File: src/hw/rtl/fbm_pkg.sv
// Package of the frame bitmap allocator: sizes, status and command codes,
// channel payload types and the bit search helper.
// No dependencies; every other file of the block but fbm_ram imports it.
package fbm_pkg;

	localparam int BITMAP_WORDS    = 1024;
	localparam int FRAMES_PER_WORD = 32;
	localparam int BIT_AW          = $clog2(FRAMES_PER_WORD);
	localparam int WORD_AW         = $clog2(BITMAP_WORDS);
	localparam int SUM_WORDS       = (BITMAP_WORDS + FRAMES_PER_WORD - 1) / FRAMES_PER_WORD;
	localparam int SUM_AW          = WORD_AW - BIT_AW;
	localparam int FRAME_W         = WORD_AW + BIT_AW;
	localparam int ACTIVE_W        = 11;
	localparam int FIELD_W         = 20;
	localparam int PAGE_SHIFT      = 12;

	localparam logic [31:0] FULL_WORD  = 32'hFFFF_FFFF;
	localparam logic [31:0] FRAME_MASK = 32'hFFFF_F000;

	localparam logic CMD_ALLOC = 1'b0;
	localparam logic CMD_FREE  = 1'b1;

	localparam logic [1:0] ST_OK      = 2'd0;
	localparam logic [1:0] ST_ALREADY = 2'd1;
	localparam logic [1:0] ST_NOFREE  = 2'd2;
	localparam logic [1:0] ST_RANGE   = 2'd3;

	typedef struct packed {
		logic        cmd;
		logic [31:0] page_entry;
		logic        user;
		logic        writable;
	} req_t;

	typedef struct packed {
		logic [31:0]        new_entry;
		logic [FRAME_W-1:0] frame_no;
		logic [1:0]         status;
	} rsp_t;

	typedef struct packed {
		logic               en;
		logic [WORD_AW-1:0] addr;
		logic [31:0]        data;
	} bit_wr_t;

	typedef struct packed {
		logic              en;
		logic [SUM_AW-1:0] addr;
		logic [31:0]       data;
	} sum_wr_t;

	// Index of the lowest clear bit; zero when every bit is set.
	function automatic logic [BIT_AW-1:0] lowest_zero(input logic [31:0] v);
		logic [BIT_AW-1:0] idx;
		idx = '0;
		for (int i = 31; i >= 0; i--) begin
			if (!v[i]) idx = BIT_AW'(i);
		end
		return idx;
	endfunction

endpackage

File: src/hw/rtl/fbm_out_reg.sv
// Output register of the frame bitmap allocator: holds one result item until taken.
// Depends on fbm_pkg for the result type.
module fbm_out_reg (
	input  logic          clk,
	input  logic          arst_n,
	input  logic          load_valid,
	output logic          load_ready,
	input  fbm_pkg::rsp_t load_data,
	output logic          rsp_valid,
	input  logic          rsp_ready,
	output fbm_pkg::rsp_t rsp_data
);
	import fbm_pkg::*;

	logic valid_q;
	rsp_t data_q;

	assign load_ready = !valid_q || rsp_ready;
	assign rsp_valid  = valid_q;
	assign rsp_data   = data_q;

	always_ff @(posedge clk or negedge arst_n) begin
		if (!arst_n) begin
			valid_q <= 1'b0;
		end else if (load_ready) begin
			valid_q <= load_valid;
		end
	end

	always_ff @(posedge clk) begin
		if (load_valid && load_ready) data_q <= load_data;
	end
endmodule

File: config.mk
export PLATFORM = sky130hd
export DESIGN_NAME = fbm_out_reg
export DESIGN_NICKNAME = d
export VERILOG_FILES = /design/src/hw/rtl/fbm_pkg.sv /design/src/hw/rtl/fbm_out_reg.sv
export SDC_FILE = /design/constraint.sdc
export NUM_CORES = 1
export LEC_CHECK = 0
export BUFFER_PORTS_ARGS = -buffer_cell sky130_fd_sc_hd__buf_4
export CAP_MARGIN = 10
export CORE_ASPECT_RATIO = 2
export CORE_UTILIZATION = 36
export CTS_CLUSTER_SIZE = 16
export DETAILED_ROUTE_END_ITERATION = 10
export PLACE_DENSITY = 0.73
export SYNTH_ARGS = -nofsm -noshare
export SYNTH_HDL_FRONTEND = slang
export SYNTH_SLANG_ARGS = --single-unit
File: constraint.sdc
create_clock -name clk -period 1.3 [get_ports clk]
set_input_delay 0.39 -clock clk [delete_from_list [all_inputs] [get_ports clk]]
set_output_delay 0.39 -clock clk [all_outputs]
set_load 0.005 [all_outputs]
== Yosys cells after proc, flatten, opt, wreduce, memory -nomap -nowiden ==
Cells that the tools add are included.

* Reductions and logical operators: 3

{| class="wikitable"
|+ Operator list
! operator !! number
|-
| logical AND 1 bit || 1
|-
| logical NOT 1 bit || 1
|-
| logical OR 1 bit || 1
|}

* Word-level logic and storage cells: 7
* Register bits: 50
* Output and inout port bits: 51
* Bits of input ports: 53

== Logic depth before layout (Yosys ltp) ==
Gate-level depths: netlist of run 1.

* Depth after elaboration: 3
* Gate-level depth with buffers: 2
* Gate-level depth less buffers: 2

== Worst setup path after synthesis of run 1 ==
Ideal clock, no wire load.

* Path type: input to register
* Start: input port rsp_ready
* End: register data_q, in the netlist rsp_data[0] (enable)
* Slack: -0.021 ns
* Arrival time: 0.952 ns
* Setup time: 0.368 ns
* Cell stages on the path: 2
* Data required time: 0.932 ns
* Path through: nand2b_4 > and2_4

* Word-level cells in the longest chain between the ends: 2

{| class="wikitable"
|+ Ends and longest elaborated chain
! item !! RTL line !! source
|-
| from (decl) || fbm_out_reg.sv:10 || <nowiki>input logic rsp_ready,</nowiki>
|-
| logical OR 1 bit || fbm_out_reg.sv:18 || <nowiki>assign load_ready = !valid_q || rsp_ready;</nowiki>
|-
| logical AND 1 bit || fbm_out_reg.sv:31 || <nowiki>if (load_valid && load_ready) data_q <= load_data;</nowiki>
|-
| to (signal assigned) || fbm_out_reg.sv:31 ||
|-
| to (decl) || fbm_out_reg.sv:16 || <nowiki>rsp_t data_q;</nowiki>
|}

No other way between the ends.
A chain may end at the register's enable or synchronous reset.

== Worst setup path after layout of run 1 ==
* Start: register valid_q, in the netlist rsp_valid
* End: output port load_ready

* Word-level cells in the longest chain between the ends: 2

{| class="wikitable"
|+ Ends and longest elaborated chain
! item !! RTL line !! source
|-
| from (decl) || fbm_out_reg.sv:15 || <nowiki>logic valid_q;</nowiki>
|-
| from (signal assigned) || fbm_out_reg.sv:26 || <nowiki>valid_q <= load_valid;</nowiki>
|-
| logical NOT 1 bit || fbm_out_reg.sv:18 ||
|-
| logical OR 1 bit || fbm_out_reg.sv:18 ||
|-
| to (decl) || fbm_out_reg.sv:7 || <nowiki>output logic load_ready,</nowiki>
|}

No other way between the ends.

==> metrics.md, run 1 <==
| Metric | Value |
|---|---|
| Status | `complete, no violations` |
| Area grow syn2layout | `65.6%` |
| Non-filler instance count after layout | `221` |
| WP data arrival | `0.89 ns` |
| DIE AREA | `4520 um^2` |
| Area leader, netlist | `edfxtp_1` |
| DR iter-0 viols | `26` |
| RSZ-0062 raised after global routing | `true` |
| IO Pins | `104` |
| Final net count | `221` |
| Synth top area cells | `edfxtp_1, dfrtp_1, nand2b_4, and2_4, nand2b_1` |
| CTS root buf | `clkbuf_8` |
| Hold depth | `1` |
| Commonest cells post-synth | `edfxtp_1, and2_4, dfrtp_1, nand2b_1, nand2b_4` |
| Syn nets | `106` |
| PD cells | `1200 nW/um^2` |
| Hold Violations, Final | `0` |
| CTS tree | `done` |
| Avg Inst Size Synth | `28.8 um^2` |
| Clock network power share | `26.5%` |
| CTS Buf Count | `5` |
| Final setup violation count | `0` |
| Via-to-Cell Ratio | `4.30` |
| Worst r2r dst | `rsp_data[6]` |
| P_sw | `0.571 mW` |
| Antenna violations before repair | `0` |
| Residual DRC | `0` |
| Clk sinks | `50` |
| Total GRT Usage | `14.5%` |
| Main synth FF type | `edfxtp_1` |
| Mapped Area | `1530 um^2` |
| Diode count | `0` |
| Switching Fraction | `18.8%` |
| R2R Setup Slk | `0.04 ns` |
| Async SR Flop Fraction | `2.00%` |
| Num rows | `33` |
| Crit. End Element | `output pin` |
| Multi-input gate area | `28.8 um^2` |
| Minimum clock period | `1.28 ns` |
| Logic pwr share | `11.1%` |
| Placed cells | `211` |
| Register Area | `1500 um^2` |
| Vias in the first global route | `959` |
| ANT nets after route | `0` |
| Maximum clock path buffer count | `2` |
| WL per Instance | `14.1 um` |
| Crit path launch type | `flop` |
| Distinct cells, synth | `5` |
| Gr ovfl total | `0` |
| Count leader, synth | `edfxtp_1` |
| Worst setup endpoint | `load_ready` |
| Synth warn | `0` |
| Post-Synthesis Cells | `53` |
| Worst Skew | `0.00532 ns` |
| Cell internal pwr | `2.47 mW` |
| Sequential share of power | `62.4%` |
| Leakage Power | `1.07 nW` |
| Number of fill cells | `306` |
| Peak VDD IR | `0.000842 V` |
| Max-slew violations | `0` |
| Worst setup path start | `rsp_valid` |
| Worst-Skew Late Latency | `0.29 ns` |
| #FFs+latches synth | `50` |
| Max-slew headroom | `90.7%` |
| Maxcap violations | `0` |
| Post-synth EDFFs | `49` |
| DR pass1 iterations | `4` |
| Die width | `48.0 um` |
| Max Fclk | `780 MHz` |
| Crit Path Max Fanout | `2` |
| Synth top area share | `96.5%` |
| Setup TNS after final layout | `0 ns` |
| Period utilisation layout | `98.6%` |
| Worst hold-check path type | `input pin to flop` |
| Initial Util | `37.3%` |
| Required time worst endpoint | `0.91 ns` |
| Reg clk slew, reported paths | `0.08 ns` |
| Global-route wire length before repair | `4350 um` |
| Largest net degree at the start of global routing | `20` |
| PortBufs | `103` |
| CP Class | `flop to output pin` |
| Tightest Pin Transition | `0.139 ns` |
| GPL Wtd Cong | `0.698` |
| Seq/Total Area, Yosys | `98.1%` |
| Vias after detailed routing | `951` |
| Worst reg2reg path depth | `4` |
| CORE AREA | `4090 um^2` |
| Die Ht | `94.1 um` |
| DRT Wirelength | `3120 um` |
| WHS | `0.267 ns` |
| Worst reg2reg startpoint | `rsp_valid` |
| Share of layout cells above drive strength 1 | `68.0%` |
| H-tree depth | `2` |
metrics by stage:
stage                     power, mW  worst slack [ns]  instance area (um^2)  util (%)
after floorplan                1.98           -0.0170                  1530         -
after global placement         2.26            0.0678                  2420      59.3
after detailed placement       2.27            0.0421                  2420      59.3
after CTS                      3.09          0.000691                  2520      61.7
after global routing           3.17           -0.0180                  2530      61.8
final                          3.04            0.0180                  2530      61.8
power by group through the flow:
stage	clock, mW	combinational [mW]	sequential (mW)
3_3_place_gp	0	0.326	1.93
2_1_floorplan	0	0.0364	1.95
6_report	0.806	0.337	1.90
5_1_grt	0.900	0.363	1.91
4_1_cts	0.849	0.341	1.90
3_5_place_dp	0	0.335	1.94
worst min path at each step:
stage | from | slack [ns] | endpoint
final | load_data[21] | 0.27 | rsp_data[21]
after global routing | load_data[39] | 0.25 | rsp_data[39]
after CTS | load_data[21] | 0.26 | rsp_data[21]
after detailed placement | arst_n | 0.17 | rsp_valid
after global placement | arst_n | 0.17 | rsp_valid
after floorplan | arst_n | 0.09 | rsp_valid
placed cells by master, fill, tap and decap left out:
cell / n
buf_4: 103
dfrtp_1: 1
clkinv_1: 1
edfxtp_1: 49
nand2b_1: 1
dlygate4sd3_1: 1
clkbuf_8: 5
buf_12: 3
clkbuf_1: 1
nand2b_4: 1
clkinv_2: 1
and2_4: 1
buf_6: 1
layout make-up:
type,count,share of cell area (%)
clock buffers,6,2.87
clock inverters,2,0.347
multi-input cells,3,1.14
flip-flops and latches,50,59.2
well taps,52,2.58
repair buffers,108,33.8
logic make-up (layout without fill, tap and decap cells):
logic type             count (synthesis)  after routing  synth area share [%]
DFF                                   50             50                  98.1
and+or+nand+nor                        3              3                  1.89
buffers and inverters                  0            116                     0
state kept, by name, summed over array words and instances (netlist names):
name	flops
rsp_data	49
rsp_valid	1
routing by layer:
layer | vias up | GRT usage, % | wire length (um)
met3 | 13 | 5.19 | 244
met1 | 444 | 14.7 | 940
met5 | - | 0 | 0
li1 | 437 | - | -
met2 | 57 | 23.1 | 1780
met4 | 0 | 10.2 | 150
worst max-delay path, cell delays in order (launching register included):
cell and delay (ns):
dfrtp_1 0.42, nand2b_4 0.09, buf_6 0.09
timing repair:
| action | CTS | global route |
|---|---|---|
| endpoints found under the hold margin | 1 | 0 |
| setup endpoints to repair | 1 | 1 |
| setup buffers | 1 | 0 |
| gates resized for setup | 0 | 1 |
| hold buffers | 1 | 0 |
(Power assumes the default switching activity.)
==> run 2: changes to the inputs <==
Settings changed: CORE_UTILIZATION 36 to 43, PLACE_DENSITY 0.73 to 0.82.
Clock period 1.3 ns to 1.5 ns, I/O delays scaled along.
==> run 2 against run 1 <==
Compared with the run above: the run now ends with DRC left; routed wire length up 11%; power decreased by 13%; sequential power shrank 13%; first-iteration DRC count rose by 27%; sequential cell count is the same; worst setup slack better by 0.12 ns; critical path type unchanged; critical endpoint unchanged.
==> metrics.md, run 2 (synthesis results as in run 1) <==
| Metric | Value |
|---|---|
| Status | `complete, but fails checks` |
| Failing checks | `DRC` |
| PD cells | `1070 nW/um^2 (-11%)` |
| H-tree depth | `2 (unchanged)` |
| Crit Path Max Fanout | `3 (+1)` |
| Critical Path, Cell by Cell | `nand2b_4, buf_4` |
| Reg clk slew, reported paths | `0.08 ns (about the same)` |
| Max Fclk | `736 MHz` |
| Largest net degree at the start of global routing | `22 (+10%)` |
| DR pass1 iterations | `9 (+5)` |
| Worst reg2reg startpoint | `rsp_valid` |
| Postcts setup bufs | `0 (-1)` |
| CORE AREA | `3380 um^2 (-17%)` |
| Tightest Pin Transition | `0.145 ns (+0.00524 ns)` |
| Die Ht | `86.2 um (-8.3%)` |
| Vias in the first global route | `995 (+3.8%)` |
| Max-slew headroom | `90.4% (-0.35 points)` |
| Worst r2r dst | `rsp_data[16]` |
| Worst-Skew Late Latency | `0.30 ns (about the same)` |
| Setup TNS after final layout | `0 ns (unchanged)` |
| RSZ-0062 raised after global routing | `false` |
| Required time worst endpoint | `1.05 ns (+0.14 ns)` |
| Via-to-Cell Ratio | `4.83 (+12%)` |
| Num rows | `30 (-9.1%)` |
| Residual DRC | `7 (+7)` |
| Vias after detailed routing | `961 (+1.1%)` |
| Worst path max stage delay | `0.42 ns (about the same)` |
| Worst hold-check path type | `input pin to flop` |
| Total GRT Usage | `19.2% (+4.7 points)` |
| Final net count | `220 (-0.45%)` |
| Global-route wire length before repair | `4970 um (+14%)` |
| Leakage Power | `1.05 nW (-1.4%)` |
| CTS tree | `done` |
| Slowest cell on crit path | `dfrtp_1` |
| DRT Wirelength | `3470 um (+11%)` |
| CTS root buf | `clkbuf_8` |
| Worst Skew | `0.00558 ns (+0.000262 ns)` |
| Maximum clock path buffer count | `2 (unchanged)` |
| GPL Wtd Cong | `0.708 (+1.4%)` |
| Worst Hold End | `rsp_data[4]` |
| Gr ovfl total | `0 (unchanged)` |
| WL per Instance | `17.4 um (+24%)` |
| Max-slew violations | `0 (unchanged)` |
| Share of layout cells above drive strength 1 | `68.3% (+0.22 points)` |
| IO Pins | `104 (unchanged)` |
| Final setup violation count | `0 (unchanged)` |
| ANT nets after route | `0 (unchanged)` |
| Number of flip-flops in the largest register | `49 (unchanged)` |
| Die width | `44.1 um (-8.2%)` |
| Maxcap violations | `0 (unchanged)` |
| Minimum clock period | `1.36 ns` |
| PortBufs | `103 (unchanged)` |
| DIE AREA | `3800 um^2 (-16%)` |
| Crit path launch type | `flop` |
| DR iter-0 viols | `33 (+27%)` |
| Initial Util | `45.1% (+7.8 points)` |
| Hold depth | `1 (unchanged)` |
| R2R Setup Slk | `0.29 ns (+0.25 ns)` |
| Peak VDD IR | `0.000810 V (-3.8%)` |
| Hold Startpoint | `load_data[4]` |
| Antenna violations before repair | `0 (unchanged)` |
| Most common cell after layout, fill and taps aside | `buf_4` |
| Post-Place Worst Slack | `0.137 ns (+0.0947 ns)` |
| Final total power | `2.64 mW (-13%)` |
| PnR worst setup slack | `0.141 ns (+0.123 ns)` |
| Area grow syn2layout | `62.3%` |
| Period utilisation layout | `90.6%` |
| WP data arrival | `0.91 ns (+0.02 ns)` |
| Crit. End Element | `output pin` |
| CTS Buf Count | `5 (unchanged)` |
| Hold Violations, Final | `0 (unchanged)` |
| Diode count | `0 (unchanged)` |
| CP Class | `flop to output pin` |
| Clk sinks | `50 (unchanged)` |
| Worst reg2reg path depth | `3 (-1)` |
| Most frequent cells in the layout | `buf_4, edfxtp_1, clkbuf_8` |
run 2: cell count changes in the layout (fill, tap and decap cells not counted):
cell | previous run | this run
buf_12 | 3 | 2
buf_4 | 103 | 104
buf_6 | 1 | 0
clkinv_1 | 1 | 0
clkinv_2 | 1 | 0
clkinvlp_4 | 0 | 1
run 2: what timing repair did:
item | in CTS | in global routing
hold buffers | 1 | 0
gates resized for setup | 0 | 0
hold endpoints to repair | 1 | 0
run 2: where the power goes:
part	switching [mW]	leakage (nW)	internal, mW
clock network	0.387	0.0373	0.319
logic	0.0973	0.538	0.190
registers	0.0233	0.477	1.62
total	0.508	1.05	2.13
run 2: layout make-up:
type	count	area [um^2]
Tap cell	32	40.0
Timing Repair Buffer	107	831
Clock inverter	1	7.51
Fill cell	227	902
Clock buffer	6	72.6
Sequential cell	50	1500
Multi-Input combinational cell	3	28.8
run 2: critical path: cells and delay by family, from the launching register on:
family                 cells  cell delay, ns
buffers and inverters      1            0.10
DFF                        1            0.42
and+or+nand+nor            1            0.09
run 2: worst max-delay path by stage:
stage              start      endpoint  slack [ns]  cells after the start
3_3_place_gp   rsp_ready  rsp_data[44]        0.17                      4
5_1_grt        rsp_valid    load_ready        0.10                      2
2_1_floorplan  rsp_ready   rsp_data[0]        0.12                      2
3_5_place_dp   rsp_ready  rsp_data[10]        0.14                      4
6_report       rsp_valid    load_ready        0.14                      2
4_1_cts        rsp_valid    load_ready        0.13                      2
run 2: per-layer routing:
layer | GRT usage (%) | wire, um | up-vias
li1 | - | - | 435
met2 | 33.3 | 2000 | 62
met1 | 19.5 | 994 | 455
met4 | 10.7 | 95 | 0
met5 | 0 | 0 | -
met3 | 5.83 | 379 | 9
run 2: stage by stage:
stage               utilization (%)  area, um^2  cells  hold slack [ns]
floorplan                         -        1530     53            0.154
global placement               70.6        2390    191            0.226
detailed placement             70.6        2390    191            0.226
CTS                            73.3        2480    199            0.314
global route                   73.3        2480    199            0.305
finish                         73.3        2480    199            0.325
