--- src/hw/rtl/fbm_pkg.sv ---
// Package of the frame bitmap allocator: sizes, status and command codes,
// channel payload types and the bit search helper.
// No dependencies; every other file of the block but fbm_ram imports it.
package fbm_pkg;

	localparam int BITMAP_WORDS    = 1024;
	localparam int FRAMES_PER_WORD = 32;
	localparam int BIT_AW          = $clog2(FRAMES_PER_WORD);
	localparam int WORD_AW         = $clog2(BITMAP_WORDS);
	localparam int SUM_WORDS       = (BITMAP_WORDS + FRAMES_PER_WORD - 1) / FRAMES_PER_WORD;
	localparam int SUM_AW          = WORD_AW - BIT_AW;
	localparam int FRAME_W         = WORD_AW + BIT_AW;
	localparam int ACTIVE_W        = 11;
	localparam int FIELD_W         = 20;
	localparam int PAGE_SHIFT      = 12;

	localparam logic [31:0] FULL_WORD  = 32'hFFFF_FFFF;
	localparam logic [31:0] FRAME_MASK = 32'hFFFF_F000;

	localparam logic CMD_ALLOC = 1'b0;
	localparam logic CMD_FREE  = 1'b1;

	localparam logic [1:0] ST_OK      = 2'd0;
	localparam logic [1:0] ST_ALREADY = 2'd1;
	localparam logic [1:0] ST_NOFREE  = 2'd2;
	localparam logic [1:0] ST_RANGE   = 2'd3;

	typedef struct packed {
		logic        cmd;
		logic [31:0] page_entry;
		logic        user;
		logic        writable;
	} req_t;

	typedef struct packed {
		logic [31:0]        new_entry;
		logic [FRAME_W-1:0] frame_no;
		logic [1:0]         status;
	} rsp_t;

	typedef struct packed {
		logic               en;
		logic [WORD_AW-1:0] addr;
		logic [31:0]        data;
	} bit_wr_t;

	typedef struct packed {
		logic              en;
		logic [SUM_AW-1:0] addr;
		logic [31:0]       data;
	} sum_wr_t;

	// Index of the lowest clear bit; zero when every bit is set.
	function automatic logic [BIT_AW-1:0] lowest_zero(input logic [31:0] v);
		logic [BIT_AW-1:0] idx;
		idx = '0;
		for (int i = 31; i >= 0; i--) begin
			if (!v[i]) idx = BIT_AW'(i);
		end
		return idx;
	endfunction

endpackage

--- src/hw/rtl/fbm_ctrl.sv ---
// Sequencer of the frame bitmap allocator: clearing sweep, group flags, the
// read-modify-write of the summary and bitmap memories, and result formation.
// Depends on fbm_pkg.
module fbm_ctrl (
	input  logic                         clk,
	input  logic                         arst_n,
	input  logic                         req_valid,
	output logic                         req_ready,
	input  fbm_pkg::req_t                req_data,
	input  logic                         cfg_wr_en,
	input  logic [fbm_pkg::ACTIVE_W-1:0] cfg_wr_data,
	output logic [fbm_pkg::WORD_AW-1:0]  bit_raddr,
	input  logic [31:0]                  bit_rdata,
	output fbm_pkg::bit_wr_t             bit_wr,
	output logic [fbm_pkg::SUM_AW-1:0]   sum_raddr,
	input  logic [31:0]                  sum_rdata,
	output fbm_pkg::sum_wr_t             sum_wr,
	output logic                         res_valid,
	input  logic                         res_ready,
	output fbm_pkg::rsp_t                res_data
);
	import fbm_pkg::*;

	localparam logic [2:0] S_IDLE = 3'd0;
	localparam logic [2:0] S_SUM  = 3'd1;
	localparam logic [2:0] S_BIT  = 3'd2;
	localparam logic [2:0] S_FREE = 3'd3;
	localparam logic [2:0] S_DONE = 3'd4;

	logic [2:0]          state_q;
	logic [WORD_AW-1:0]  clr_idx_q;
	logic                clr_done_q;
	logic [ACTIVE_W-1:0] active_q;
	logic [SUM_WORDS-1:0] grp_full_q;
	logic [31:0]         entry_q;
	logic                user_q;
	logic                writable_q;
	logic [SUM_AW-1:0]   grp_q;
	logic [BIT_AW-1:0]   k_q;
	logic [BIT_AW-1:0]   b_q;
	logic [31:0]         sum_q;
	rsp_t                res_q;

	logic [ACTIVE_W-1:0] enabled;
	logic [FIELD_W-1:0]  field;
	logic [SUM_AW-1:0]   grp_pick;
	logic [BIT_AW-1:0]   k_pick;
	logic [BIT_AW-1:0]   b_pick;
	logic [31:0]         word_set;
	logic [31:0]         sum_set;
	logic [FRAME_W-1:0]  pick_frame;
	logic                accept;

	assign enabled   = (active_q > ACTIVE_W'(BITMAP_WORDS)) ? ACTIVE_W'(BITMAP_WORDS) : active_q;
	assign field     = req_data.page_entry[31:PAGE_SHIFT];
	assign req_ready = (state_q == S_IDLE) && clr_done_q;
	assign accept    = req_valid && req_ready;
	assign grp_pick  = SUM_AW'(lowest_zero(32'(grp_full_q)));
	assign k_pick    = lowest_zero(sum_rdata);
	assign b_pick    = lowest_zero(bit_rdata);
	assign word_set  = bit_rdata | (32'd1 << b_pick);
	assign sum_set   = sum_q | (32'd1 << k_q);
	assign pick_frame = {grp_q, k_q, b_pick};
	assign res_valid = (state_q == S_DONE);
	assign res_data  = res_q;

	// Read addresses: request or group flags in idle, summary word in S_SUM, else held.
	always_comb begin
		bit_raddr = {grp_q, k_q};
		sum_raddr = grp_q;
		unique case (state_q)
			S_IDLE: begin
				if (req_data.cmd == CMD_FREE) begin
					bit_raddr = field[FRAME_W-1:BIT_AW];
					sum_raddr = field[FRAME_W-1:WORD_AW];
				end else begin
					sum_raddr = grp_pick;
				end
			end
			S_SUM: bit_raddr = {grp_q, k_pick};
			default: ;
		endcase
	end

	always_comb begin
		bit_wr = '0;
		sum_wr = '0;
		if (!clr_done_q) begin
			bit_wr.en   = 1'b1;
			bit_wr.addr = clr_idx_q;
			sum_wr.en   = (32'(clr_idx_q) < SUM_WORDS);
			sum_wr.addr = clr_idx_q[SUM_AW-1:0];
		end else if (state_q == S_BIT) begin
			bit_wr.en   = 1'b1;
			bit_wr.addr = {grp_q, k_q};
			bit_wr.data = word_set;
			// A word that has just filled up is marked full in its summary word.
			sum_wr.en   = (word_set == FULL_WORD);
			sum_wr.addr = grp_q;
			sum_wr.data = sum_set;
		end else if (state_q == S_FREE) begin
			bit_wr.en   = 1'b1;
			bit_wr.addr = {grp_q, k_q};
			bit_wr.data = bit_rdata & ~(32'd1 << b_q);
			sum_wr.en   = 1'b1;
			sum_wr.addr = grp_q;
			sum_wr.data = sum_rdata & ~(32'd1 << k_q);
		end
	end

	always_ff @(posedge clk or negedge arst_n) begin
		if (!arst_n) begin
			state_q    <= S_IDLE;
			clr_idx_q  <= '0;
			clr_done_q <= 1'b0;
			active_q   <= ACTIVE_W'(BITMAP_WORDS);
			grp_full_q <= '0;
		end else begin
			if (cfg_wr_en) active_q <= cfg_wr_data;
			if (!clr_done_q) begin
				clr_idx_q <= clr_idx_q + 1'b1;
				if (clr_idx_q == WORD_AW'(BITMAP_WORDS - 1)) clr_done_q <= 1'b1;
			end
			unique case (state_q)
				S_IDLE: begin
					if (accept) begin
						if (req_data.cmd == CMD_ALLOC) begin
							if (field != '0 || (&grp_full_q)) state_q <= S_DONE;
							else state_q <= S_SUM;
						end else begin
							if (field == '0 || 15'(field >> BIT_AW) >= 15'(enabled))
								state_q <= S_DONE;
							else
								state_q <= S_FREE;
						end
					end
				end
				S_SUM: begin
					if (ACTIVE_W'({grp_q, k_pick}) >= enabled) state_q <= S_DONE;
					else state_q <= S_BIT;
				end
				S_BIT: begin
					if (word_set == FULL_WORD && sum_set == FULL_WORD)
						grp_full_q[grp_q] <= 1'b1;
					state_q <= S_DONE;
				end
				S_FREE: begin
					grp_full_q[grp_q] <= 1'b0;
					state_q <= S_DONE;
				end
				S_DONE: begin
					if (res_ready) state_q <= S_IDLE;
				end
				default: state_q <= S_IDLE;
			endcase
		end
	end

	// Payload registers; the result defaults to a failure with the entry unchanged.
	always_ff @(posedge clk) begin
		unique case (state_q)
			S_IDLE: begin
				if (accept) begin
					entry_q    <= req_data.page_entry;
					user_q     <= req_data.user;
					writable_q <= req_data.writable;
					res_q.new_entry <= req_data.page_entry;
					res_q.frame_no  <= '0;
					if (req_data.cmd == CMD_ALLOC) begin
						grp_q <= grp_pick;
						if (field != '0) res_q.status <= ST_ALREADY;
						else res_q.status <= ST_NOFREE;
					end else begin
						grp_q <= field[FRAME_W-1:WORD_AW];
						k_q   <= field[WORD_AW-1:BIT_AW];
						b_q   <= field[BIT_AW-1:0];
						if (field == '0) res_q.status <= ST_ALREADY;
						else res_q.status <= ST_RANGE;
					end
				end
			end
			S_SUM: begin
				k_q   <= k_pick;
				sum_q <= sum_rdata;
			end
			S_BIT: begin
				res_q.new_entry <= entry_q | (32'(pick_frame) << PAGE_SHIFT)
					| {29'd0, user_q, writable_q, 1'b1};
				res_q.frame_no <= pick_frame;
				res_q.status   <= ST_OK;
			end
			S_FREE: begin
				res_q.new_entry <= entry_q & ~FRAME_MASK;
				res_q.frame_no  <= {grp_q, k_q, b_q};
				res_q.status    <= ST_OK;
			end
			default: ;
		endcase
	end
endmodule

--- config.mk ---
export PLATFORM = sky130hd
export DESIGN_NAME = fbm_ctrl
export DESIGN_NICKNAME = d
export VERILOG_FILES = /design/src/hw/rtl/fbm_pkg.sv /design/src/hw/rtl/fbm_ctrl.sv
export SDC_FILE = /design/constraint.sdc
export NUM_CORES = 1
export LEC_CHECK = 0
export ABC_CLOCK_PERIOD_IN_PS = 9500
export CORE_ASPECT_RATIO = 2
export CORE_MARGIN = 1
export CORE_UTILIZATION = 55
export DETAILED_ROUTE_END_ITERATION = 7
export DONT_BUFFER_PORTS = 1
export HOLD_SLACK_MARGIN = 0.06
export PLACE_DENSITY = 0.67
export SETUP_SLACK_MARGIN = 0.2
export SLEW_MARGIN = 20
export SYNTH_ARGS = -nofsm -noshare
export SYNTH_HDL_FRONTEND = slang
export SYNTH_SLANG_ARGS = --single-unit
--- constraint.sdc ---
create_clock -name clk -period 9.5 [get_ports clk]
set_clock_uncertainty 0.1 [all_clocks]
set_input_delay 1.425 -clock clk [delete_from_list [all_inputs] [get_ports clk]]
set_output_delay 1.425 -clock clk [all_outputs]
set_load 0.01 [all_outputs]
Word level (Yosys, flattened, before mapping)
Index checks and enable logic that the tools add are counted.
{"block": "word_totals", "latchBits": 0, "wordCells": 197, "mem_bits_ro": 0, "input_bits": 115, "memories": 0, "ramBits": 0, "reg_bits": 187}
{"block": "classes", "div": 0, "n_lt_le_gt_ge": 6, "eq_ne": 11, "bitwise_logic": 11, "mux": 130, "reduce_logical": 20, "multipliers": 0, "shift": 3, "n_addsub": 1}
{"cell": "$mux W5", "count": 100}
{"cell": "$pmux W49 S3", "count": 1}
{"cell": "$and A32 B32 Y32", "count": 3}
{"cell": "$mux W32", "count": 3}
{"cell": "$not A32 Y32", "count": 3}
{"cell": "$or A32 B32 Y32", "count": 3}
{"cell": "$shl A1 B5 Y32 const A", "count": 3}
{"cell": "$mux W43", "count": 2}
{"cell": "$mux W38", "count": 2}
{"cell": "$eq A32 B32 Y1 const B", "count": 2}
{"cell": "$pmux W32 S2", "count": 1}
{"cell": "$mux W49", "count": 1}
{"cell": "$or A32 B27 Y32", "count": 1}
{"cell": "$or A32 B3 Y32", "count": 1}
{"cell": "$reduce_and A32 Y1", "count": 1}
{"cell": "$mux W11", "count": 2}
{"cell": "$logic_not A20 Y1", "count": 1}
{"cell": "$pmux W10 S2", "count": 1}
{"cell": "$reduce_bool A20 Y1", "count": 1}
{"cell": "$mux W3", "count": 6}
{"cell": "$ge A15 B11 Y1", "count": 1}
{"cell": "$pmux W3 S4", "count": 1}
{"cell": "$ge A10 B11 Y1", "count": 1}
{"cell": "$gt A11 B11 Y1 const B", "count": 1}
{"cell": "other kinds (24)", "count": 40}

Longest topological paths before layout
Gate-level depths: netlist of run 1.
{"block": "depth", "word_depth": 38, "ltp_mapped": 20}

Least setup slack after synthesis of run 1
OpenSTA, ideal clock, no wires.
{"block": "synth_path", "path_kind": "input-to-output", "start": "input port bit_rdata[1]", "end": "output port sum_wr[37] (netlist name)", "cell_stages": 11, "required_time_ns": 7.975, "path_buffers": 1, "t_arrival_ns": 3.940, "setup_slack_ns": 4.035, "cell_sequence": "buf_2 > nand4_1 > nor3_1 > nand2_1 > or2_1 > nor3_1 > a21oi_1 > or4_1 > nor4_4 > nand2_1 > a31oi_1"}
{"item": "from (decl)", "line_no": "fbm_ctrl.sv:13", "text": "input logic [31:0] bit_rdata,"}
{"item": "to (decl)", "line_no": "fbm_ctrl.sv:17", "text": "output fbm_pkg::sum_wr_t sum_wr,"}

==> impl_results.md, run 1 <==
* WL/cell at 27.86 um
* RR Startpoint: state_q[1]$_DFFE_PN0P_
* Worst r2r path cells at 9
* Gpl congestion at 0.9995
* HPWL after DPL at 32700 um
* Final period utilization at 66.92%
* Via count at 11050
* Die area at 21750 sq um
* Root Buffer: clkbuf_16
* First-pass GRT wire length at 65980 um
* Die width at 104.8 um
* Pin count of the biggest net entering global routing at 76
* RSZ-0062 raised after global routing: false
* Adder-cell area share of the yosys netlist at 2.477%
* Most common cell after layout, fill and taps aside: nand2_1
* Multi-input gate area at 5787 sq um
* Slew headroom at 23.98%
* Drt first-iter violations at 1105
* Setup slack, reg-to-reg at 5.38 ns
* Lkg Pwr at 0.004649 uW
* Async set-reset flop share out of synthesis at 30.48%
* Largest area contributor in the netlist: edfxtp_1
* Starting density of the core at 56.53%
* Clock-pin slew on the worst setup and hold paths at 0.07 ns
* Seq cells post-synth at 187
* Post-cts resize count at 0
* Register area share after synthesis at 45.89%
* Global route overflow at 0
* EDFF count, synth at 130
* Distinct cells, synth at 73
* Die Y at 207.5 um
* Req. time, crit path at 7.98 ns
* Cts bufs inserted at 17
* Setup TNS at 0 ns
* Clk sinks at 187
* Multiplexer share of the synthesized area at 2.305%
* Synth top area cells: edfxtp_1 (34%), dfrtp_1 (12%), nand2_1 (7.7%), a21oi_1 (5.4%), o21ai_0 (4.4%)
* Area grow syn2layout at 7.193%
* Pwr/cell area at 139.7 nW/um^2
* Worst-Margin Slew at 1.138 ns
* Fmax at 157.3 MHz
* Io pins at 262
* Vias in the first global route at 10730
* Largest family of logic cells by synthesized area: simple AND/OR/NAND/NOR gates
* Cell area after synthesis at 11620 sq um
* CTS tree: yes
* Pre-antenna DRT Iters at 6
* Total power at 1740 uW
* Synth warn at 0
* Inserted Diodes at 0
* Final Max Tran Viols at 0
* Register area at 5333 sq um
* Hold Buf Count CTS at 0
* Post-route DRC at 0
* Minimum clock period after layout at 6.357 ns
* CP Capture Type: primary output
* VDD IR-drop max at 0.2664 mV
* Worst Path Max Fanout at 12
* Simple-gate share of the synthesized area at 22.55%
* Clk Latency, worst-skew pair at 0.45 ns
* Max-cap check violation count at 0
* Commonest non-fill, non-tap cells in the layout: nand2_1 (236), edfxtp_1 (130), nor2_1 (129), a21oi_1 (126), o21ai_0 (102)
* Post-route cell area at 12450 sq um
* CTS H-tree lvls at 4
* Hold-critical path endpoint: active_q[4]$_DFFE_PN0P_
* Post-CTS setup buffer count at 0
* Crit path arrival time at 4.83 ns
* Layout cells sized above 1 at 6.702%
* Clk buf depth at 2
* Placed Area at 11820 sq um
* Net Count, Synth at 1486
* NumNets Final at 1453
* Top-area cell type share of the netlist area at 33.60%
* Crit path kind: primary input to primary output
* Cells after Synth at 1348
* Class of the worst hold path: flip-flop to flip-flop
* Synth Flop Type: edfxtp_1
* Outcome: complete, no violations
* Fillers at 1856
* GRT Util Overall at 41.14%
* CP Launch Point: bit_rdata[24]
* Final WL at 44420 um
* Final setup vio count at 0
* Routed Antenna Nets at 0
* Input/output buffers at 0
* Core area at 20550 sq um
* Worst hold start: active_q[4]$_DFFE_PN0P_
* Syn avg cell area at 8.619 sq um
* Cell Rows at 74
* Hold path depth at 1
* Vias per cell at 6.930
* Hold violation total from the final report at 0
* Post-synthesis compound-gate area fraction at 21.67%
* Xor/xnor share of the synthesized area at 0.6784%
* Initial antenna violation count at 1
* Setup crit start kind: primary input
power by group:
part	switching (uW)	internal, uW	leakage, uW
registers	2.64	876	0.00174
clock network	338	425	0.000304
logic	58.2	39.8	0.00260
synth_stat cells, types with 9 or more instances:
| master | instances |
|---|---|
| a31oi_1 | 29 |
| o211ai_1 | 12 |
| xnor2_1 | 9 |
| a211oi_1 | 27 |
| o21ai_0 | 102 |
| nand3_1 | 37 |
| nand4_1 | 28 |
| o31ai_1 | 18 |
| inv_1 | 66 |
| ha_1 | 23 |
| and3_1 | 10 |
| clkbuf_1 | 60 |
| dfrtp_1 | 56 |
| nor2b_1 | 19 |
| nor2_1 | 130 |
| and2_1 | 20 |
| a21oi_1 | 126 |
| mux2_2 | 22 |
| edfxtp_1 | 130 |
| nor3_1 | 25 |
| nand2_1 | 238 |
worst max-delay path by stage:
stage          cells past startpoint    endpoint  slack [ns]
2_1_floorplan                     11  sum_wr[37]        4.03
3_3_place_gp                      10  sum_wr[37]        3.27
3_5_place_dp                      10  sum_wr[37]        3.23
4_1_cts                           10  sum_wr[37]        3.22
5_1_grt                           10  sum_wr[37]        2.86
6_report                          10  sum_wr[37]        3.14
metrics by stage:
step / setup slack, ns / instances / util [%] / hold slack, ns
after floorplan: 4.035 / 1348 / - / 0.3664
after global placement: 3.269 / 1562 / 57.51 / 0.3890
after detailed placement: 3.232 / 1562 / 57.51 / 0.3886
after CTS: 3.215 / 1594 / 60.56 / 0.4141
after global routing: 2.864 / 1594 / 60.59 / 0.4287
final: 3.143 / 1594 / 60.59 / 0.4127
critical path, cell delays in order:
cell and delay, ns:
and2_1 0.14, a311oi_1 0.13, o31a_1 0.38, nor2_1 0.73
a41oi_1 0.34, a31oi_1 0.23, o2111ai_1 0.14, nor4_2 0.76
nand2_1 0.14, a31oi_1 0.40
metal layers:
layer	up-vias	routed length (um)	global-route usage, %	part of all wire, %
met5	-	17	0	0.038
met4	2	3675	30.06	8.3
met3	199	3709	9.388	8.4
met2	662	22920	72.51	52
met1	5328	14100	42.07	32
li1	4855	-	-	-
layout make-up:
type / count / area share (%)
Tap cell: 266 / 2.672
Multi-Input combinational cell: 1025 / 46.46
Clock inverter: 15 / 1.617
Inverter: 68 / 2.049
Sequential cell: 187 / 42.82
Timing Repair Buffer: 16 / 0.9644
Clock buffer: 17 / 3.416
cells by family (layout without fill, tap and decap cells):
logic type,count (synthesis),count (layout)
buf+inv,136,116
flops,187,187
fa+ha+maj,23,23
compound gates,405,405
xor+xnor,9,9
simple gates,564,564
mux,24,24
No activity file was read; power rests on OpenSTA's default activity.
==> run 2: changes to the inputs <==
ABC_CLOCK_PERIOD_IN_PS = 6300   (was 9500)
clock period = 6.3 ns   (was 9.5 ns; I/O delays follow)
==> run 2 against run 1 <==
  * Power rose by 45%
  * Highest routed layer is now met4
  * Sequential power rose by 51%
  * Worst hold slack got worse by 0.33 ns
  * Largest power group unchanged
  * Setup slack got worse by 2.2 ns
  * Wire length rose by 0.79%
  * Critical path depth did not move
==> impl_results.md, run 2 (same netlist as run 1, synthesis figures left out) <==
* Cell Rows at 74 (unchanged)
* Area grow syn2layout at 6.903%
* Root Buffer: clkbuf_16
* Commonest non-fill, non-tap cells in the layout: nand2_1 (236), nor2_1 (130), edfxtp_1 (130), a21oi_1 (126), o21ai_0 (102)
* Most common cell after layout, fill and taps aside: nand2_1
* VDD IR-drop max at 0.2389 mV (-10%)
* CP peak stage delay at 0.56 ns (-0.20 ns)
* Hold violation total from the final report at 0 (unchanged)
* Routed Antenna Nets at 0 (unchanged)
* Lkg Pwr at 0.004649 uW (about the same)
* Final WL at 44770 um (+0.79%)
* CP bufs+invs at 0 (unchanged)
* First-pass GRT wire length at 66620 um (+0.96%)
* Worst Path Max Fanout at 9 (-3)
* Finished Core Util at 60.43% (-0.16 points)
* Gpl congestion at 1.009 (+0.95%)
* Critical-path cell list: nand4_1, nor2_1, nand2_1, nor2_1, a31oi_1, o21bai_1, or4_1, nor4_4, nand2_1, a31oi_1
* Setup slack, reg-to-reg at 2.11 ns (-3.27 ns)
* Worst setup path endpoint: sum_wr[37]
* Max-cap check violation count at 0 (unchanged)
* Via count at 11070 (+0.22%)
* Starting density of the core at 56.53% (unchanged)
* Crit path arrival time at 4.27 ns (-0.56 ns)
* Core area at 20550 sq um (unchanged)
* Clock-pin slew on the worst setup and hold paths at 0.07 ns (about the same)
* Die Y at 207.5 um (unchanged)
* Post-CTS setup buffer count at 0 (unchanged)
* Minimum clock period after layout at 5.311 ns
* Final Max Tran Viols at 0 (unchanged)
* Cts bufs inserted at 17 (unchanged)
* Setup crit start kind: primary input
* Hold Buf Count CTS at 0 (unchanged)
* Class of the worst hold path: primary input to async pin
* RR Startpoint: state_q[0]$_DFFE_PN0P_
* Fmax at 188.3 MHz
* Layout cells sized above 1 at 6.827% (+0.12 points)
* Global route overflow at 0 (unchanged)
* Io pins at 262 (unchanged)
* RSZ-0062 raised after global routing: false
* Post-route DRC at 0 (unchanged)
* Total power at 2516 uW (+45%)
* Slew headroom at 26.67% (+2.7 points)
* HPWL after DPL at 33410 um (+2.2%)
* Pin count of the biggest net entering global routing at 76 (unchanged)
* Die width at 104.8 um (unchanged)
* WL/cell at 27.98 um (+0.41%)
* Outcome: complete, no violations
* Top Family by Delay on Critical Path: simple AND/OR/NAND/NOR gates
* CTS H-tree lvls at 4 (unchanged)
* Req. time, crit path at 5.25 ns (-2.73 ns)
* Input/output buffers at 0 (unchanged)
* Post-cts resize count at 0 (unchanged)
* Initial antenna violation count at 0 (-1)
* Post-route cell area at 12420 sq um (-0.27%)
* NumNets Final at 1458 (+0.34%)
* Worst-Margin Slew at 1.098 ns (-0.04027 ns)
* CP Launch Point: bit_rdata[12]
* Pre-antenna DRT Iters at 5 (-1)
* Final setup vio count at 0 (unchanged)
* Die area at 21750 sq um (unchanged)
* CP Capture Type: primary output
* GRT Util Overall at 41.80% (+0.66 points)
* Crit path kind: primary input to primary output
* Vias in the first global route at 10910 (+1.7%)
* Placed Area at 11860 sq um (+0.32%)
* Final period utilization at 84.30%
* Critical path depth at 10 (unchanged)
* Worst r2r path cells at 10 (+1)
* Drt first-iter violations at 1066 (-3.5%)
* Clk buf depth at 2 (unchanged)
* Setup TNS at 0 ns (unchanged)
* Vias per cell at 6.919 (-0.16%)
* Clk Latency, worst-skew pair at 0.45 ns (about the same)
* CTS tree: yes
* Clk sinks at 187 (unchanged)
* Pwr/cell area at 202.6 nW/um^2 (+45%)
* Crit-path slowest cell: nor2_1
[run 2: worst register-to-register path, delay by kind of cell, from the launching register on]
kind	cells	cell delay [ns]
buf+inv	2	0.53
flops	1	0.40
compound gates	3	0.64
simple gates	5	2.44
[run 2: final cells by class]
type	count	area (sq um)
multi-input cells	1025	5779
well taps	266	332.8
clock buffers	19	442.9
flip-flops and latches	187	5333
diodes	1	2.502
fillers	1833	8134
repair buffers	21	157.7
inverters	68	255.2
clock inverters	13	117.6
[run 2: how the worst min path moves through the flow]
| stage | to | slack [ns] | depth (start not counted) |
|---|---|---|---|
| 2_1_floorplan | clr_idx_q[0]$_DFFE_PN0N_ | 0.37 | 1 |
| 3_3_place_gp | res_data[21]$_DFFE_PP_ | 0.39 | 2 |
| 3_5_place_dp | res_data[28]$_DFFE_PP_ | 0.39 | 2 |
| 4_1_cts | active_q[7]$_DFFE_PN0P_ | 0.07 | 0 |
| 5_1_grt | async pin | 0.07 | 0 |
| 6_report | async pin | 0.08 | 0 |
[run 2: power by group]
part	internal [uW]	total (uW)	switching (uW)
combinational	60.1	146	85.6
clock	534	1040	511
sequential	1320	1330	4.04
[run 2: per-layer routing]
metal  vias to the layer above  track usage [%]  routed length, um
met4                         0            31.81               3705
met3                       206            9.042               3657
met2                       702            73.76              23210
met1                      5281            42.44              14200
li1                       4881                -                  -
met5                         -                0                  0
[run 2: per-stage QoR]
| stage | setup slack [ns] | hold slack, ns | instances |
|---|---|---|---|
| floorplan | 1.795 | 0.3664 | 1348 |
| global placement | 1.094 | 0.3890 | 1567 |
| detailed placement | 1.148 | 0.3944 | 1567 |
| CTS | 1.122 | 0.06752 | 1599 |
| global route | 0.7212 | 0.06565 | 1599 |
| finish | 0.9893 | 0.07889 | 1600 |
==> run 3: changes to the inputs <==
ABC_AREA = 1   (was default)
ABC_CLOCK_PERIOD_IN_PS = 4500   (was 6300)
PLACE_DENSITY = 0.7   (was 0.67)
clock period = 4.5 ns   (was 6.3 ns; I/O delays follow)
==> run 3 against run 2 <==
  * Die area is 1.1% higher
  * Cell area increased by 4.1%
  * Largest power group unchanged
  * Wire length is 12% lower
  * Sequential power rose by 41%
  * Global-route usage fell by 5.6 points
==> impl_results.md, run 3 <==
* Outcome: complete, no violations
* Syn avg cell area at 8.208 sq um (-4.8%)
* Synth top area cells: edfxtp_1 (33%), dfrtp_1 (12%), nand2_1 (8.2%), nor2_1 (6.3%), inv_1 (5.2%)
* Via count at 10980 (-0.79%)
* VDD IR-drop max at 0.2551 mV (+6.8%)
* Crit path arrival time at 3.48 ns (-0.79 ns)
* CTS tree: yes
* Synth top cells by count: nand2_1 (258), nor2_1 (196), inv_1 (162), edfxtp_1 (130), o21ai_0 (92)
* Met3 Usage GRT at 8.422% (-0.62 points)
* Core area at 20930 sq um (+1.8%)
* Initial antenna violation count at 0 (unchanged)
* Largest area contributor in the netlist: edfxtp_1
* Cts bufs inserted at 17 (unchanged)
* GR Layer Usage met1 at 38.18% (-4.3 points)
* Setup TNS at 0 ns (unchanged)
* Hold violation total from the final report at 0 (unchanged)
* Cell area after synthesis at 11750 sq um (+1.1%)
* Class of the worst hold path: primary input to flip-flop
* Top Usage Layer GRT: met2
* Crit-path slowest cell: nor2_4
* CP Capture Type: primary output
* Min Hold Slack at 0.2022 ns (+0.1233 ns)
* Inserted Diodes at 0 (-1)
* CTS H-tree lvls at 4 (unchanged)
* Global route overflow at 0 (unchanged)
* CP peak stage delay at 0.21 ns (-0.35 ns)
* Register area share after synthesis at 45.39% (-0.49 points)
* Final WL at 39500 um (-12%)
* Finished Core Util at 61.81% (+1.4 points)
* Vias in the first global route at 10760 (-1.4%)
* Net Count, Synth at 1569 (+5.6%)
* Fillers at 1890 (+3.1%)
* Crit path kind: primary input to primary output
* First-pass GRT wire length at 60400 um (-9.3%)
* Top Family by Delay on Critical Path: simple AND/OR/NAND/NOR gates
* NumNets Final at 1561 (+7.1%)
* HPWL after DPL at 28730 um (-14%)
* GR Layer Usage met2 at 63.59% (-10 points)
* Synth Flop Type: edfxtp_1
* Cells after Synth at 1431 (+6.2%)
* Lkg Pwr at 0.005040 uW (+8.4%)
* Seq cells post-synth at 187 (unchanged)
* EDFF count, synth at 130 (unchanged)
* Minimum clock period after layout at 4.258 ns
* Most frequent cell after synthesis: nand2_1
* Clk buf depth at 2 (unchanged)
* CP dominant cell by count: nand2_1
* Vias per cell at 6.442 (-6.9%)
* Root Buffer: clkbuf_16
* Most common cell after layout, fill and taps aside: nand2_1
* Input/output buffers at 0 (unchanged)
* Final setup vio count at 0 (unchanged)
* RSZ-0062 raised after global routing: true
* Die width at 105.3 um (+0.53%)
* Clk sinks at 187 (unchanged)
* Slew headroom at 38.17% (+11 points)
* Non-Filler Instances at 1705 (+6.6%)
* Final period utilization at 94.63%
* CP bufs+invs at 2 (+2)
* Async set-reset flop share out of synthesis at 30.48% (unchanged)
* Pin count of the biggest net entering global routing at 79 (+3.9%)
* Synth warn at 0 (unchanged)
* Post-route cell area at 12930 sq um (+4.1%)
* Distinct cells, synth at 55 (-25%)
* Pre-antenna DRT Iters at 7 (+2)
* Gpl congestion at 0.9805 (-2.8%)
* Max-cap check violation count at 0 (unchanged)
* Cell Rows at 75 (+1.4%)
* Setup crit start kind: primary input
* Final Max Tran Viols at 0 (unchanged)
* Post-route DRC at 0 (unchanged)
* Placed cells at 1663 (+6.1%)
* Die area at 21980 sq um (+1.1%)
* Clk Latency, worst-skew pair at 0.45 ns (about the same)
* Worst-Margin Slew at 0.9275 ns (-0.1700 ns)
* WL/cell at 23.17 um (-17%)
* Fmax at 234.8 MHz
* Area grow syn2layout at 10.13%
* GRT Util Overall at 36.24% (-5.6 points)
* Drt first-iter violations at 916 (-14%)
* Die Y at 208.7 um (+0.54%)
* Top-area cell type share of the netlist area at 33.24% (-0.36 points)
* Layout cells sized above 1 at 13.09% (+6.3 points)
* Starting density of the core at 56.13% (-0.40 points)
* Pwr/cell area at 291.7 nW/um^2 (+44%)
* Commonest non-fill, non-tap cells in the layout: nand2_1 (248), nor2_1 (184), inv_1 (160), edfxtp_1 (130), o21ai_0 (86)
* Routed Antenna Nets at 0 (unchanged)
* Io pins at 262 (unchanged)
* Worst Path Max Fanout at 5 (-4)
* Placed Area at 12070 sq um (+1.8%)
* Clock-pin slew on the worst setup and hold paths at 0.07 ns (about the same)
* Req. time, crit path at 3.72 ns (-1.53 ns)
## run 3: layer usage
metal / share of wire, % / vias to the layer above / wire length (um)
li1: - / 5003 / -
met1: 33 / 5182 / 13220
met2: 52 / 638 / 20370
met3: 8.4 / 160 / 3323
met4: 6.6 / 0 / 2594
met5: 0 / - / 0
## run 3: worst paths after layout
kind	from	endpoint	slack [ns]	cells after the start
min	cfg_wr_en	active_q[10]$_DFFE_PN1P_	0.20	1
min reg2reg	clr_idx_q[4]$_DFFE_PN0N_	clr_idx_q[4]$_DFFE_PN0N_	0.38	1
max reg2reg	k_q[2]$_DFFE_PP_	flip-flop	0.80	11
max	bit_rdata[31]	sum_wr[37]	0.24	42
max in group asynchronous	arst_n	active_q[10]$_DFFE_PN1P_	3.34	2
min in group asynchronous	arst_n	async pin	0.64	2
## run 3: power by group
group / internal (uW) / switching (uW)
sequential: 1860 / 12.6
clock: 802 / 726
combinational: 120 / 256
## run 3: layout make-up
class | instances | area, sq um | share of cell area, %
Timing Repair Buffer | 40 | 342.8 | 2.650
Clock buffer | 18 | 439.2 | 3.395
Inverter | 171 | 646.9 | 5.001
Tap cell | 269 | 336.6 | 2.602
Clock inverter | 14 | 151.4 | 1.170
Multi-Input combinational cell | 1006 | 5687 | 43.96
Sequential cell | 187 | 5331 | 41.22
## run 3: kinds of logic (layout without fill, tap and decap cells)
group,after synthesis,in the layout,share of synthesized area (%)
compound gates,288,288,16.34
buf+inv,238,243,7.936
mux,4,4,0.3835
flops,187,187,45.39
fa+ha+maj,23,23,2.450
xor+xnor,9,9,0.6712
simple gates,682,682,26.82
## run 3: timing repair
item	4_1_cts	5_1_grt
hold buffers	2	0
endpoints found under the hold margin	57	0
resized for setup	0	51
setup buffers	0	8
setup endpoints to repair	0	6
## run 3: metrics by stage
| step | power [uW] | worst slack, ns |
|---|---|---|
| final | 3774 | 0.2416 |
| after detailed placement | 2250 | 0.1677 |
| after global routing | 3894 | -0.07065 |
| after floorplan | 2155 | 0.5377 |
| after CTS | 3770 | 0.2575 |
| after global placement | 2246 | 0.2100 |
